`config.mk`:
```
export PLATFORM = sky130hd
export DESIGN_NAME = printable_run_extractor_top_flat
export DESIGN_NICKNAME = d
export VERILOG_FILES = /design/src/rtl/core/pre_pkg.sv /design/src/rtl/core/pre_if.sv /design/src/rtl/core/printable_run_extractor_top.sv /design/src/rtl/core/pre_ram.sv /design/src/rtl/core/pre_ctrl.sv /design/src/rtl/core/pre_dp.sv /design/src/flat_wrapper.sv
export SDC_FILE = /design/constraint.sdc
export NUM_CORES = 1
export LEC_CHECK = 0
export BUFFER_PORTS_ARGS = -buffer_cell sky130_fd_sc_hd__buf_2
export CAP_MARGIN = 15
export CORE_UTILIZATION = 55
export CTS_CLUSTER_DIAMETER = 30
export CTS_CLUSTER_SIZE = 14
export DETAILED_ROUTE_END_ITERATION = 16
export PLACE_DENSITY = 0.8
export SYNTH_ARGS = -nofsm -noshare
export SYNTH_HDL_FRONTEND = slang
export SYNTH_SLANG_ARGS = --single-unit
```
`constraint.sdc`:
```
create_clock -name clk -period 5.57 [get_ports clk]
set_input_delay 0.557 -clock clk [delete_from_list [all_inputs] [get_ports clk]]
set_output_delay 0.557 -clock clk [all_outputs]
set_load 0.02 [all_outputs]
```
`src/rtl/core/pre_pkg.sv`:
```
// pre_pkg: constants, handshake structs and helpers for the printable run extractor.
// Used by the interfaces, controller, datapath and top level. No dependencies.
`default_nettype none

package pre_pkg;

	localparam int MAX_RUN   = 4095;
	localparam int MAX_MIN   = 32;
	localparam int BYTE_W    = 8;
	localparam int RUN_W     = 12;
	localparam int MIN_W     = 6;
	localparam int IDX_W     = $clog2(MAX_MIN);
	localparam int MIN_RESET = 4;

	localparam logic [BYTE_W-1:0] PRINT_LO = 8'd32;
	localparam logic [BYTE_W-1:0] PRINT_HI = 8'd126;
	localparam logic [BYTE_W-1:0] TAB_CHAR = 8'd9;
	localparam logic [BYTE_W-1:0] NEWLINE  = 8'd10;

	// controller -> datapath
	typedef struct packed {
		logic take;        // input transfer this cycle
		logic rd;          // read prefix entry at idx
		logic put_prefix;  // load output register from prefix read data
		logic put_final;   // load output register with pending byte, last set
	} cmd_t;

	// datapath -> controller
	typedef struct packed {
		logic emit;        // item being taken produces results
		logic flush;       // ... and starts with a prefix flush
		logic flush_done;  // current prefix index is the last held entry
	} sts_t;

	function automatic logic is_text_byte(input logic [BYTE_W-1:0] b);
		return ((b >= PRINT_LO) && (b <= PRINT_HI)) || (b == TAB_CHAR);
	endfunction

endpackage

`default_nettype wire

```
`src/rtl/core/pre_if.sv`:
```
// pre_if: valid/ready channel interfaces for scan input, result output and config.
// Depends on pre_pkg for field widths.
`default_nettype none

interface pre_in_if;
	logic                           valid;
	logic                           ready;
	logic [pre_pkg::BYTE_W-1:0]     data_byte;
	logic                           end_of_stream;

	modport source (output valid, output data_byte, output end_of_stream, input ready);
	modport sink   (input valid, input data_byte, input end_of_stream, output ready);
endinterface

interface pre_out_if;
	logic                           valid;
	logic                           ready;
	logic [pre_pkg::BYTE_W-1:0]     out_byte;
	logic                           last_of_burst;

	modport source (output valid, output out_byte, output last_of_burst, input ready);
	modport sink   (input valid, input out_byte, input last_of_burst, output ready);
endinterface

interface pre_cfg_if;
	logic                           valid;
	logic                           ready;
	logic [pre_pkg::MIN_W-1:0]      min_run_length;

	modport source (output valid, output min_run_length, input ready);
	modport sink   (input valid, input min_run_length, output ready);
endinterface

`default_nettype wire

```
`src/rtl/core/printable_run_extractor_top.sv`:
```
// printable_run_extractor_top: top level, joins controller and datapath to the channels.
// Depends on pre_pkg, pre_if, pre_ctrl, pre_dp, pre_ram.
//
// Usage:
//  scan   : input channel, one stream byte per transfer, or an end_of_stream marker
//           (byte ignored) that closes the current run.
//  result : output channel, printable bytes of qualifying runs plus a newline (10)
//           closing each emitted run; last_of_burst marks the final result of an item.
//  cfg    : write channel for min_run_length, always ready; value 0 becomes 1 and
//           values above 32 become 32. Write only while the block is idle.
// Runs shorter than the minimum produce nothing; bytes past 4095 in one run are
// dropped. The first bytes of a run sit in a 32-entry prefix RAM until the run
// qualifies, then go out as one burst followed by the qualifying byte or a closing newline.
// Steps: an item without results is only accepted; one with a single result is
// accepted, then loaded into the output register. A prefix flush adds, for each
// held byte, a RAM read of its entry and then a load into the output register.
// scan.ready is high only while the controller waits for an item, so a new item is
// taken while the last result still sits in the output register.
// A stalled receiver holds the output register and freezes the sequence.
// Reset: minimum returns to 4, run state clears, output valid drops; prefix RAM is
// not cleared, only entries written in the current run are ever read.
`default_nettype none

module printable_run_extractor_top (
	input  wire logic clk,
	input  wire logic arst_n,
	pre_in_if.sink    scan,
	pre_out_if.source result,
	pre_cfg_if.sink   cfg
);

	pre_pkg::cmd_t cmd;
	pre_pkg::sts_t sts;

	// config writes need no arbitration
	assign cfg.ready = 1'b1;

	pre_ctrl u_ctrl (
		.clk       (clk),
		.arst_n    (arst_n),
		.in_valid  (scan.valid),
		.in_ready  (scan.ready),
		.out_valid (result.valid),
		.out_ready (result.ready),
		.cmd       (cmd),
		.sts       (sts)
	);

	pre_dp u_dp (
		.clk           (clk),
		.arst_n        (arst_n),
		.data_byte     (scan.data_byte),
		.end_of_stream (scan.end_of_stream),
		.cfg_valid     (cfg.valid),
		.cfg_data      (cfg.min_run_length),
		.cmd           (cmd),
		.sts           (sts),
		.out_byte      (result.out_byte),
		.out_last      (result.last_of_burst)
	);

endmodule

`default_nettype wire

```
`src/rtl/core/pre_ram.sv`:
```
// pre_ram: generic single-write, single-read RAM with registered read data.
// No dependencies.
`default_nettype none

module pre_ram #(
	parameter int WIDTH = 8,
	parameter int DEPTH = 32
) (
	input  wire logic                     clk,
	input  wire logic                     we,
	input  wire logic [$clog2(DEPTH)-1:0] waddr,
	input  wire logic [WIDTH-1:0]         wdata,
	input  wire logic                     re,
	input  wire logic [$clog2(DEPTH)-1:0] raddr,
	output      logic [WIDTH-1:0]         rdata
);

	logic [WIDTH-1:0] mem_q [DEPTH];

	always_ff @(posedge clk) begin
		if (we) begin
			mem_q[waddr] <= wdata;
		end
		if (re) begin
			rdata <= mem_q[raddr];
		end
	end

endmodule

`default_nettype wire

```
`src/rtl/core/pre_ctrl.sv`:
```
// pre_ctrl: sequencing FSM and output valid register for the printable run extractor.
// Depends on pre_pkg (cmd_t, sts_t).
`default_nettype none

module pre_ctrl (
	input  wire logic          clk,
	input  wire logic          arst_n,
	input  wire logic          in_valid,
	output      logic          in_ready,
	output      logic          out_valid,
	input  wire logic          out_ready,
	output      pre_pkg::cmd_t cmd,
	input  wire pre_pkg::sts_t sts
);

	typedef enum logic [1:0] {ST_IDLE, ST_RD, ST_PUT, ST_LAST} state_t;

	state_t state_q;
	logic   out_valid_q;
	logic   slot_free;

	assign slot_free = !out_valid_q || out_ready;
	assign out_valid = out_valid_q;
	assign in_ready  = (state_q == ST_IDLE);

	always_comb begin
		cmd = '0;
		unique case (state_q)
			ST_IDLE: cmd.take       = in_valid;
			ST_RD:   cmd.rd         = 1'b1;
			ST_PUT:  cmd.put_prefix = slot_free;
			ST_LAST: cmd.put_final  = slot_free;
		endcase
	end

	always_ff @(posedge clk or negedge arst_n) begin
		if (!arst_n) begin
			state_q     <= ST_IDLE;
			out_valid_q <= 1'b0;
		end else begin
			if (cmd.put_prefix || cmd.put_final) begin
				out_valid_q <= 1'b1;
			end else if (out_ready) begin
				out_valid_q <= 1'b0;
			end
			unique case (state_q)
				ST_IDLE: begin
					if (cmd.take && sts.emit) begin
						state_q <= sts.flush ? ST_RD : ST_LAST;
					end
				end
				ST_RD: state_q <= ST_PUT;
				ST_PUT: begin
					if (slot_free) begin
						state_q <= sts.flush_done ? ST_LAST : ST_RD;
					end
				end
				ST_LAST: begin
					if (slot_free) begin
						state_q <= ST_IDLE;
					end
				end
			endcase
		end
	end

endmodule

`default_nettype wire

```
`src/rtl/core/pre_dp.sv`:
```
// pre_dp: run state, minimum register, prefix store and output payload register.
// Depends on pre_pkg and pre_ram.
`default_nettype none

module pre_dp (
	input  wire logic                         clk,
	input  wire logic                         arst_n,
	input  wire logic [pre_pkg::BYTE_W-1:0]   data_byte,
	input  wire logic                         end_of_stream,
	input  wire logic                         cfg_valid,
	input  wire logic [pre_pkg::MIN_W-1:0]    cfg_data,
	input  wire pre_pkg::cmd_t                cmd,
	output      pre_pkg::sts_t                sts,
	output      logic [pre_pkg::BYTE_W-1:0]   out_byte,
	output      logic                         out_last
);

	logic [pre_pkg::MIN_W-1:0]  min_q;
	logic [pre_pkg::RUN_W-1:0]  run_q;
	logic                       flushed_q;
	logic [pre_pkg::IDX_W-1:0]  idx_q;
	logic [pre_pkg::IDX_W-1:0]  last_idx_q;
	logic [pre_pkg::BYTE_W-1:0] pend_q;
	logic [pre_pkg::BYTE_W-1:0] out_byte_q;
	logic                       out_last_q;
	logic [pre_pkg::BYTE_W-1:0] ram_rdata;
	logic [pre_pkg::MIN_W-1:0]  min_clamped;

	logic prt, run_ok, reach, run_nz, at_min;
	logic p_emit, p_store, p_flush, e_emit, e_flush, ram_we;

	always_comb begin
		prt    = !end_of_stream && pre_pkg::is_text_byte(data_byte);
		run_ok = run_q < pre_pkg::RUN_W'(pre_pkg::MAX_RUN);
		reach  = ({1'b0, run_q} + 1'b1) >= (pre_pkg::RUN_W + 1)'(min_q);
		run_nz = (run_q != '0);
		at_min = run_q >= pre_pkg::RUN_W'(min_q);

		p_emit  = run_ok && (flushed_q || reach);
		p_flush = run_ok && !flushed_q && reach && run_nz;
		p_store = run_ok && !flushed_q && !reach;
		e_emit  = flushed_q || (at_min && run_nz);
		e_flush = !flushed_q && at_min && run_nz;

		sts.emit       = prt ? p_emit : e_emit;
		sts.flush      = prt ? p_flush : e_flush;
		sts.flush_done = (idx_q == last_idx_q);
		ram_we         = cmd.take && prt && p_store;
	end

	// clamp written minimum to 1..MAX_MIN
	always_comb begin
		priority if (cfg_data == '0) begin
			min_clamped = pre_pkg::MIN_W'(1);
		end else if (cfg_data > pre_pkg::MIN_W'(pre_pkg::MAX_MIN)) begin
			min_clamped = pre_pkg::MIN_W'(pre_pkg::MAX_MIN);
		end else begin
			min_clamped = cfg_data;
		end
	end

	always_ff @(posedge clk or negedge arst_n) begin
		if (!arst_n) begin
			min_q     <= pre_pkg::MIN_W'(pre_pkg::MIN_RESET);
			run_q     <= '0;
			flushed_q <= 1'b0;
		end else begin
			if (cfg_valid) begin
				min_q <= min_clamped;
			end
			if (cmd.take) begin
				if (prt) begin
					if (p_emit) begin
						run_q     <= run_q + 1'b1;
						flushed_q <= 1'b1;
					end else if (p_store) begin
						run_q <= run_q + 1'b1;
					end
				end else begin
					run_q     <= '0;
					flushed_q <= 1'b0;
				end
			end
		end
	end

	// payload and sequencing registers, no reset needed
	always_ff @(posedge clk) begin
		if (cmd.take) begin
			pend_q     <= prt ? data_byte : pre_pkg::NEWLINE;
			idx_q      <= '0;
			last_idx_q <= run_q[pre_pkg::IDX_W-1:0] - 1'b1;
		end
		if (cmd.put_prefix) begin
			out_byte_q <= ram_rdata;
			out_last_q <= 1'b0;
			idx_q      <= idx_q + 1'b1;
		end else if (cmd.put_final) begin
			out_byte_q <= pend_q;
			out_last_q <= 1'b1;
		end
	end

	pre_ram #(
		.WIDTH(pre_pkg::BYTE_W),
		.DEPTH(pre_pkg::MAX_MIN)
	) u_prefix (
		.clk   (clk),
		.we    (ram_we),
		.waddr (run_q[pre_pkg::IDX_W-1:0]),
		.wdata (data_byte),
		.re    (cmd.rd),
		.raddr (idx_q),
		.rdata (ram_rdata)
	);

	assign out_byte = out_byte_q;
	assign out_last = out_last_q;

endmodule

`default_nettype wire

```
`src/flat_wrapper.sv`:
```
// flat-port wrapper written by rule: the top's interface ports become plain ports
module printable_run_extractor_top_flat 
  (clk, arst_n, scan_valid, scan_data_byte, scan_end_of_stream, scan_ready, result_valid, result_out_byte, result_last_of_burst, result_ready, cfg_valid, cfg_min_run_length, cfg_ready);
  pre_in_if scan_i ();
  pre_out_if result_i ();
  pre_cfg_if cfg_i ();
  input  wire logic clk;
  input  wire logic arst_n;
  input wire logic [$bits(scan_i.valid)-1:0] scan_valid;
  input wire logic [$bits(scan_i.data_byte)-1:0] scan_data_byte;
  input wire logic [$bits(scan_i.end_of_stream)-1:0] scan_end_of_stream;
  output wire logic [$bits(scan_i.ready)-1:0] scan_ready;
  output wire logic [$bits(result_i.valid)-1:0] result_valid;
  output wire logic [$bits(result_i.out_byte)-1:0] result_out_byte;
  output wire logic [$bits(result_i.last_of_burst)-1:0] result_last_of_burst;
  input wire logic [$bits(result_i.ready)-1:0] result_ready;
  input wire logic [$bits(cfg_i.valid)-1:0] cfg_valid;
  input wire logic [$bits(cfg_i.min_run_length)-1:0] cfg_min_run_length;
  output wire logic [$bits(cfg_i.ready)-1:0] cfg_ready;
  assign scan_i.valid = scan_valid;
  assign scan_i.data_byte = scan_data_byte;
  assign scan_i.end_of_stream = scan_end_of_stream;
  assign scan_ready = scan_i.ready;
  assign result_valid = result_i.valid;
  assign result_out_byte = result_i.out_byte;
  assign result_last_of_burst = result_i.last_of_burst;
  assign result_i.ready = result_ready;
  assign cfg_i.valid = cfg_valid;
  assign cfg_i.min_run_length = cfg_min_run_length;
  assign cfg_ready = cfg_i.ready;
  printable_run_extractor_top u_core (.clk(clk), .arst_n(arst_n), .scan(scan_i), .result(result_i), .cfg(cfg_i));
endmodule
```
==> impl_metrics.toml, run 1 <==
[clocking]
cts_hold_buf = 1
clock-root-buffer = "clkbuf_16"
htree_levels = 2
cts_tree = "built"
cts_buffer_depth = 3
post-cts-setup-buffers = 0
clock_latency_ns = 0.55
post_cts_resized = 0
clk_pin_slew_ns = 0.05
cts_made_buffers = 51
clock-sinks = 313

[global_routing]
grt_start_max_net_pins = 68
grt_pass1_vias = 7360
grtUsageTotal_pct = 27.31
grt_pass1_wl_mm = 46.91
grt_overflow_total = 0
antenna_found_initial = 2

[floorplanning]
initial_core_util_pct = 55.81
fp.dieH_um = 156.1
die_width_um = 156.1
rows = 56
die-area_um2 = 24370
coreArea_um2 = 23400
io_pins = 32

[power_and_ir_drop]
p_per_area_nw_per_um2 = 514.1
leakage_nw = 5.078
vdd_drop_max_uv = 336.5

[synthesis]
synth_most_common_cell = "edfxtp_1"
postSynthCellCount = 715
synth_edf_count = 290
syn_area_um2 = 13060
yosys-top-cells-area = "edfxtp_1 67%, mux4_2 14%, dfrtp_1 4.0%, ha_1 1.7%, nand2_1 1.4%"
ys_seq_elements = 313
synth_top_cell_area_share_pct = 66.68
synth_common_cells = "290 x edfxtp_1, 80 x mux4_2, 48 x nand2_1, 48 x nor2_1, 23 x clkbuf_1"
async_flop_share_pct = 7.029
synth_cell_types = 58
syn_nets = 753
synth_top_area_cell = "edfxtp_1"
synth_flop_cell = "edfxtp_1"
yosysWarningCount = 0
ys_seq_area_share_pct = 71.06
avgSynthCellArea_um2 = 18.27

[worst_setup_path]
crit_path_start = "u_core.u_dp.run_q[2]"
start_kind = "register"
worstPathMaxFanout = 19
r2r_slack_ns = 1.06
critical_path_required_ns = 5.75
crit_type = "register to register"
reg2reg_from = "u_core.u_dp.run_q[2]"
worstReg2RegEnd = "u_core.u_dp.u_prefix.mem_q[24][6]"
critPathArrivalTime_ns = 4.70
reg2reg_depth = 8
cp-end-kind = "register"

[placed_design]
routabilityCongestion = 0.9012
numPortBuffers = 30
dpl.hpwl_mm = 18.61
place_ws_ns = 1.136

[hold_path]
min_path_cells = 3
holdPathEnd = "u_core.u_dp.min_q[2]"
hp-start = "cfg_min_run_length[2]"
hp-class = "primary input to register"

[routing]
first_iter_violations = 942
drcViolationCount = 0
num_vias = 7161
viasPerCell = 6.309
antenna_left = 0
wl_per_cell_um = 27.74
first_pass_iters = 6
drt-total-wl_mm = 31.49

[run_status]
outcome = "completed"

[timing]
hold_slack_ns = 0.2674
setup_viol = 0
finalHoldViolCount = 0
rsz0062_at_grt = "false"
fin_skew_ns = 0.01907
period_share_pct = 81.00
fmax_mhz = 221.6
fin_ws_ns = 1.058
slew_headroom_pct = 21.11
post-route-min-period_ns = 4.512
drv_slew = 0
finalSetupTns_ns = 0
tightest_slew_ns = 1.174

[final_layout]
drive_gt1_share_pct = 27.85
syn2layout_area_growth_pct = 16.95
nets = 811

[job]
max_cap_violations = 0
-- per-layer routing --
metal | wire length, µm | global-route usage [%] | vias up
met3 | 3473 | 8.472 | 84
met4 | 1310 | 11.72 | 2
li1 | - | - | 2998
met1 | 11750 | 35.76 | 3618
met2 | 14950 | 42.50 | 459
met5 | 11 | 0 | -
-- flip-flops by register name, summed over array words and instances (netlist names) --
name                        cells
u_core.u_dp.min_q               6
u_core.u_ctrl.out_valid         1
u_core.u_dp.pend_q              8
u_core.u_dp.last_idx_q          5
u_core.u_dp.flushed_q           1
u_core.u_dp.run_q              12
u_core.u_dp.out_last            1
u_core.u_dp.u_prefix.mem_q    256
u_core.u_dp.u_prefix.rdata      8
u_core.u_dp.idx_q               5
u_core.u_dp.out_byte            8
u_core.u_ctrl.state_q           2
-- worst max-delay path, stage by stage, from the launching register on --
cell       delay, ns
dfrtp_1         0.69
nand3_1         0.41
nor2_1          0.39
xnor2_1         0.12
ha_1            0.19
a2111o_1        0.34
a2111oi_4       0.83
nand4_4         0.46
nor2_1          0.70
-- logic make-up after synthesis --
logic type / after synthesis / synth area share [%]
compound gates: 57 / 3.018
fa+ha+maj: 18 / 1.724
simple gates: 172 / 6.907
flops: 313 / 71.06
other cells: 2 / 0.05750
mux: 91 / 14.74
buf+inv: 46 / 1.418
xor+xnor: 16 / 1.073
-- through the flow --
stage                     instances  instance area [µm²]  total power, mW  utilization (%)
final                          1135                15270            7.851            65.26
after detailed placement       1038                13530            4.700            57.80
after CTS                      1134                15270            7.862            65.25
after global routing           1134                15270            8.085            65.25
after floorplan                 715                13060            4.193                -
after global placement         1038                13530            4.653            57.80
-- where the power goes --
group          internal, mW  switching (mW)
clock                  1.95            1.20
sequential             2.77           0.128
combinational         0.834           0.980
-- layout make-up --
cell class                      instances  area, µm²
Fill cell                            1581       8129
Tap cell                              319      399.1
Multi-Input combinational cell        356       3595
Clock inverter                         39      419.2
Sequential cell                       313       9280
Antenna cell                            1      2.502
Inverter                               13      48.80
Clock buffer                           56       1316
Timing Repair Buffer                   38      212.7
-- cell usage in the layout (no fill, tap or decap), drive strengths merged, types with 3 or more instances in the layout --
| master | instances |
|---|---|
| edfxtp | 290 |
| mux4 | 80 |
| clkbuf | 56 |
| nand2 | 48 |
| nor2 | 48 |
| buf | 37 |
| inv | 30 |
| dfrtp | 21 |
| o21ai | 20 |
| ha | 18 |
| mux2 | 11 |
| clkinv | 11 |
| nand3 | 10 |
| and2 | 10 |
| xnor2 | 10 |
| a21oi | 9 |
| nor3 | 9 |
| nand4 | 9 |
| nor2b | 8 |
| nand2b | 7 |
| nand3b | 7 |
| clkinvlp | 7 |
| xor2 | 6 |
| nor4 | 5 |
| bufinv | 4 |
| and3 | 3 |
| o22ai | 3 |
-- worst max path at each step --
| stage | cells after the start | end | slack [ns] |
|---|---|---|---|
| after floorplan | 10 | u_core.u_dp.u_prefix.mem_q[31][0] | 2.04 |
| after global placement | 8 | u_core.u_dp.u_prefix.mem_q[13][3] | 1.37 |
| after detailed placement | 8 | u_core.u_dp.u_prefix.mem_q[5][2] | 1.14 |
| after CTS | 8 | u_core.u_dp.u_prefix.mem_q[5][2] | 1.12 |
| after global routing | 8 | u_core.u_dp.u_prefix.mem_q[5][2] | 0.86 |
| final | 8 | u_core.u_dp.u_prefix.mem_q[24][6] | 1.06 |
(Power assumes the default switching activity.)
==> inputs of run 2 (changes only) <==
==> constraint.sdc (replaced) <==
create_clock -name clk -period 4.6 [get_ports clk]
set_input_delay 0.46 -clock clk [delete_from_list [all_inputs] [get_ports clk]]
set_output_delay 0.46 -clock clk [all_outputs]
set_load 0.02 [all_outputs]
==> run 2 against run 1 <==
  * Register-to-register slack worse by 0.55 ns
  * Maximum frequency increased by 10%
  * Design area about the same
  * Total power rose by 20%
  * Critical path type unchanged
  * Highest routed layer is now met4
==> impl_metrics.toml, run 2 (synthesis gave the netlist of run 1 again) <==
[run_status]
outcome = "completed"

[placed_design]
placedCellCount = 1045
numPortBuffers = 30
routabilityCongestion = 0.9328
dpl.hpwl_mm = 19.32

[routing]
num_vias = 7180
viasPerCell = 6.337
wl_per_cell_um = 28.49
drcViolationCount = 0
drt-total-wl_mm = 32.28
first_iter_violations = 876
antenna_left = 0
first_pass_iters = 5

[worst_setup_path]
critPathBufInv = 1
max_stage_delay_ns = 0.68
worst_path_max_delay_cell = "dfrtp_1"
crit_type = "register to register"
crit_family = "simple AND/OR/NAND/NOR gates"
worstPathMaxFanout = 19
r2r_slack_ns = 0.51
reg2reg_depth = 9
worstReg2RegEnd = "u_core.u_dp.u_prefix.mem_q[29][0]"
worstPathCellList = "nand3_1, nor2_1, xnor2_1, ha_1, a2111o_1, a2111oi_4, buf_4, nand4_4, nor2_1"
start_kind = "register"
reg2reg_from = "u_core.u_dp.run_q[2]"
cp-end-kind = "register"
critical_path_required_ns = 4.77
crit_path_frequent_cell = "nor2_1"
critPathArrivalTime_ns = 4.26

[clocking]
cts_made_buffers = 49
clk_pin_slew_ns = 0.05
cts_buffer_depth = 3
clock_latency_ns = 0.55
clock-root-buffer = "clkbuf_16"
htree_levels = 2
clock-sinks = 313
cts_tree = "built"
post-cts-setup-buffers = 0

[final_layout]
final_cell_mix = "290 x edfxtp_1, 80 x mux4_2, 49 x clkbuf_16"
regMostFlops = "u_core.u_dp.u_prefix.mem_q"
syn2layout_area_growth_pct = 16.85
largest_registers = "u_core.u_dp.u_prefix.mem_q x256, u_core.u_dp.run_q x12"
largest_register_ffs = 256
final_cells = 1133
nets = 816
drive_gt1_share_pct = 28.13
antennaDiodeCount = 0
final_common_cell = "edfxtp_1"

[power_and_ir_drop]
leakage_nw = 5.087
fin_total_pwr_mw = 9.420
vdd_drop_max_uv = 532.1
p_per_area_nw_per_um2 = 617.2

[global_routing]
grt_pass1_wl_mm = 48.18
grtUsageTotal_pct = 28.23
antenna_found_initial = 0
grt_pass1_vias = 7302
grt_overflow_total = 0
grt_start_max_net_pins = 69

[timing]
setup_viol = 0
tightest_slew_ns = 0.9371
finalHoldViolCount = 0
drv_slew = 0
period_share_pct = 88.99
slew_headroom_pct = 37.53
hold_slack_ns = 0.1940
fin_skew_ns = 0.02549
finalSetupTns_ns = 0
rsz0062_at_grt = "false"
fmax_mhz = 244.3
post-route-min-period_ns = 4.094

[floorplanning]
coreArea_um2 = 23400
die-area_um2 = 24370
die_width_um = 156.1
initial_core_util_pct = 55.81
rows = 56
fp.dieH_um = 156.1
io_pins = 32

[hold_path]
holdPathEnd = "u_core.u_dp.min_q[3]"
hp-class = "primary input to register"
min_path_cells = 3
hp-start = "cfg_min_run_length[3]"

[job]
max_cap_violations = 0
[run 2: how the worst max path moves through the flow]
stage                               from                                 to  slack, ns  depth (start not counted)
global route        u_core.u_dp.run_q[2]  u_core.u_dp.u_prefix.mem_q[25][3]       0.31                          9
global placement    u_core.u_dp.run_q[2]  u_core.u_dp.u_prefix.mem_q[29][5]       0.77                          9
finish              u_core.u_dp.run_q[2]  u_core.u_dp.u_prefix.mem_q[29][0]       0.51                          9
floorplan           u_core.u_dp.run_q[0]  u_core.u_dp.u_prefix.mem_q[31][0]       1.07                         10
detailed placement  u_core.u_dp.run_q[2]   u_core.u_dp.u_prefix.mem_q[9][7]       0.62                          9
CTS                 u_core.u_dp.run_q[2]  u_core.u_dp.u_prefix.mem_q[25][3]       0.59                          9
[run 2: what timing repair did]
action                    in CTS  in global routing
hold endpoints to repair      21                  0
hold buffers                   1                  0
gates resized for setup        0                  0
[run 2: cell type report]
type | count | area, µm²
clock buffer | 50 | 1230
fill | 1530 | 8142
inverter | 13 | 48.80
tap | 319 | 399.1
timing repair buffer | 45 | 277.8
multi-input combinational | 356 | 3595
clock inverter | 37 | 430.4
sequential | 313 | 9280
[run 2: through the flow]
step,utilization (%),worst slack [ns],area [µm²]
floorplan,-,1.069,13060
global placement,58.07,0.7682,13590
detailed placement,58.07,0.6185,13590
CTS,65.21,0.5862,15260
global route,65.21,0.3073,15260
finish,65.21,0.5063,15260
[run 2: tightest hold or removal path: stages]
cell,delay (ns)
buf_2,0.09
nand3b_1,0.06
o21ai_0,0.07
[run 2: per-layer routing]
layer  up-vias  GRT usage (%)  share of wire (%)
met5         -              0                  0
met4         0          11.81                3.9
met3        83          6.833                 10
met2       443          45.00                 49
met1      3662          37.50                 37
li1       2992              -                  -
[run 2: power by group]
part	total (mW)	switching, mW	internal, mW
Clock	3.72	1.40	2.33
Combinational	2.16	1.14	1.02
Sequential	3.53	0.182	3.35
==> inputs of run 3 (changes only) <==
--- a/config.mk
+++ b/config.mk
@@ -7,11 +7,12 @@
 export LEC_CHECK = 0
 export BUFFER_PORTS_ARGS = -buffer_cell sky130_fd_sc_hd__buf_2
 export CAP_MARGIN = 15
-export CORE_UTILIZATION = 55
+export CORE_UTILIZATION = 45
 export CTS_CLUSTER_DIAMETER = 30
 export CTS_CLUSTER_SIZE = 14
 export DETAILED_ROUTE_END_ITERATION = 16
-export PLACE_DENSITY = 0.8
+export PLACE_DENSITY = 0.69
 export SYNTH_ARGS = -nofsm -noshare
 export SYNTH_HDL_FRONTEND = slang
 export SYNTH_SLANG_ARGS = --single-unit
+export TNS_END_PERCENT = 5
==> run 3 against run 2 <==
  * Routed wire length fell by 9.9%
  * Global-route usage fell by 7.5 points
  * Clock skew fell by 0.012 ns
  * Via count fell by 2.4%
  * Largest cell class unchanged
  * Critical path depth did not move
  * Die area rose by 22%
  * Largest power group unchanged
==> impl_metrics.toml, run 3 (synthesis gave the netlist of run 1 again) <==
[routing]
first_pass_iters = 5
viasPerCell = 5.659
wl_per_cell_um = 23.50
drcViolationCount = 0
antenna_left = 0
drt-total-wl_mm = 29.10
num_vias = 7006
first_iter_violations = 698

[job]
max_cap_violations = 0

[floorplanning]
initial_core_util_pct = 45.62
rows = 62
io_pins = 32
coreArea_um2 = 28630
die-area_um2 = 29710
die_width_um = 172.4
fp.dieH_um = 172.4

[worst_setup_path]
worst_path_max_delay_cell = "dfrtp_1"
worstPathCellList = "nand3_1, nor2_1, xnor2_1, ha_1, a2111o_1, a2111oi_4, buf_4, nand4_4, nor2_1"
worstPathMaxFanout = 19
max_stage_delay_ns = 0.71
critPathArrivalTime_ns = 4.01
start_kind = "register"
crit_family = "simple AND/OR/NAND/NOR gates"
cp-end-kind = "register"
critPathBufInv = 1
critical_path_required_ns = 4.77
crit_path_frequent_cell = "nor2_1"
crit_type = "register to register"

[power_and_ir_drop]
leakage_nw = 5.315
vdd_drop_max_uv = 325.1
fin_total_pwr_mw = 9.627
p_per_area_nw_per_um2 = 611.6
clkPwrFrac_pct = 41.1
p_comb_share_pct = 22.2
intPower_mw = 6.957
switchingPower_mw = 2.670
p_sw_share_pct = 27.73
seq_power_share_pct = 36.7

[clocking]
clock-root-buffer = "clkbuf_16"
cts_made_buffers = 54
clk_pin_slew_ns = 0.04
post_cts_resized = 0
cts_tree = "built"
cts_buffer_depth = 3
post-cts-setup-buffers = 0
clock_latency_ns = 0.55
htree_levels = 2
clock-sinks = 313

[final_layout]
largest_registers = "u_core.u_dp.u_prefix.mem_q x256, u_core.u_dp.run_q x12"
antennaDiodeCount = 0
final_cell_mix = "290 x edfxtp_1, 80 x mux4_2, 54 x clkbuf_16"
final.fill_count = 2161
final_common_cell = "edfxtp_1"
syn2layout_area_growth_pct = 20.52
nets = 847
largest_register_ffs = 256
final_cells = 1238
drive_gt1_share_pct = 30.68
regMostFlops = "u_core.u_dp.u_prefix.mem_q"
finalInstanceArea_um2 = 15740

[timing]
finalSetupTns_ns = 0
fmax_mhz = 260.5
setup_viol = 0
tightest_slew_ns = 1.086
period_share_pct = 83.46
finalHoldViolCount = 0
drv_slew = 0
hold_slack_ns = 0.1743
slew_headroom_pct = 27.61
post-route-min-period_ns = 3.839
rsz0062_at_grt = "false"
fin_skew_ns = 0.01399

[placed_design]
placedCellCount = 1136
numPortBuffers = 30
routabilityCongestion = 0.8641
dpl.hpwl_mm = 17.88
dpl_cell_area_um2 = 13880

[global_routing]
antenna_found_initial = 0
grt_start_max_net_pins = 64
grt_overflow_total = 0
grtUsageTotal_pct = 20.77
grt_pass1_vias = 7091
grt_pass1_wl_mm = 44.13

[hold_path]
hp-class = "primary input to register"

[run_status]
outcome = "completed"
-- run 3: cell type report --
type | count | area [µm²] | share of cell area, %
inverter | 13 | 48.80 | 0.3100
clock inverter | 38 | 415.4 | 2.639
tap | 384 | 480.5 | 3.052
sequential | 313 | 9280 | 58.96
clock buffer | 63 | 1435 | 9.118
multi-input combinational | 356 | 3595 | 22.84
timing repair buffer | 71 | 485.5 | 3.084
-- run 3: final timing paths --
path | from | to | slack, ns | depth (start not counted)
max | u_core.u_dp.run_q[2] | u_core.u_dp.u_prefix.mem_q[19][0] | 0.76 | 9
min | cfg_min_run_length[2] | u_core.u_dp.min_q[2] | 0.17 | 3
max reg2reg | u_core.u_dp.run_q[2] | u_core.u_dp.u_prefix.mem_q[19][0] | 0.76 | 9
min reg2reg | u_core.u_dp.out_last | u_core.u_dp.out_last | 0.45 | 1
max in group asynchronous | arst_n | u_core.u_dp.flushed_q | 3.80 | 2
min in group asynchronous | arst_n | u_core.u_dp.min_q[1] | 0.43 | 2
-- run 3: worst reg2reg max path, delay by kind of cell (launching register included) --
kind,cells,cell delay (ns)
simple gates,4,1.54
flops,1,0.71
compound gates,2,0.66
buf+inv,1,0.24
fa+ha+maj,1,0.18
xor+xnor,1,0.12
-- run 3: metrics by stage --
step | utilization [%] | setup slack (ns)
after floorplan | - | 1.069
after global placement | 48.49 | 0.9630
after detailed placement | 48.49 | 0.8067
after CTS | 54.99 | 0.7802
after global routing | 54.99 | 0.5789
final | 54.99 | 0.7607
-- run 3: layer usage --
layer	global-route usage (%)	vias to the layer above	routed length [µm]
li1	-	3068	-
met1	29.13	3622	12560
met2	32.10	261	13800
met3	4.303	55	1921
met4	7.772	0	815
met5	0	-	0
-- run 3: what timing repair did --
action | in CTS | in global routing
hold buffers | 1 | 0
endpoints found under the hold margin | 21 | 0
endpoints found under the setup margin | 0 | 0
-- run 3: power groups by stage --
stage	clock (mW)	combinational [mW]	sequential [mW]
global route	4.16	2.30	3.56
CTS	4.01	2.17	3.53
global placement	0	2.14	3.58
floorplan	0	1.56	3.52
detailed placement	0	2.15	3.59
finish	3.96	2.14	3.53
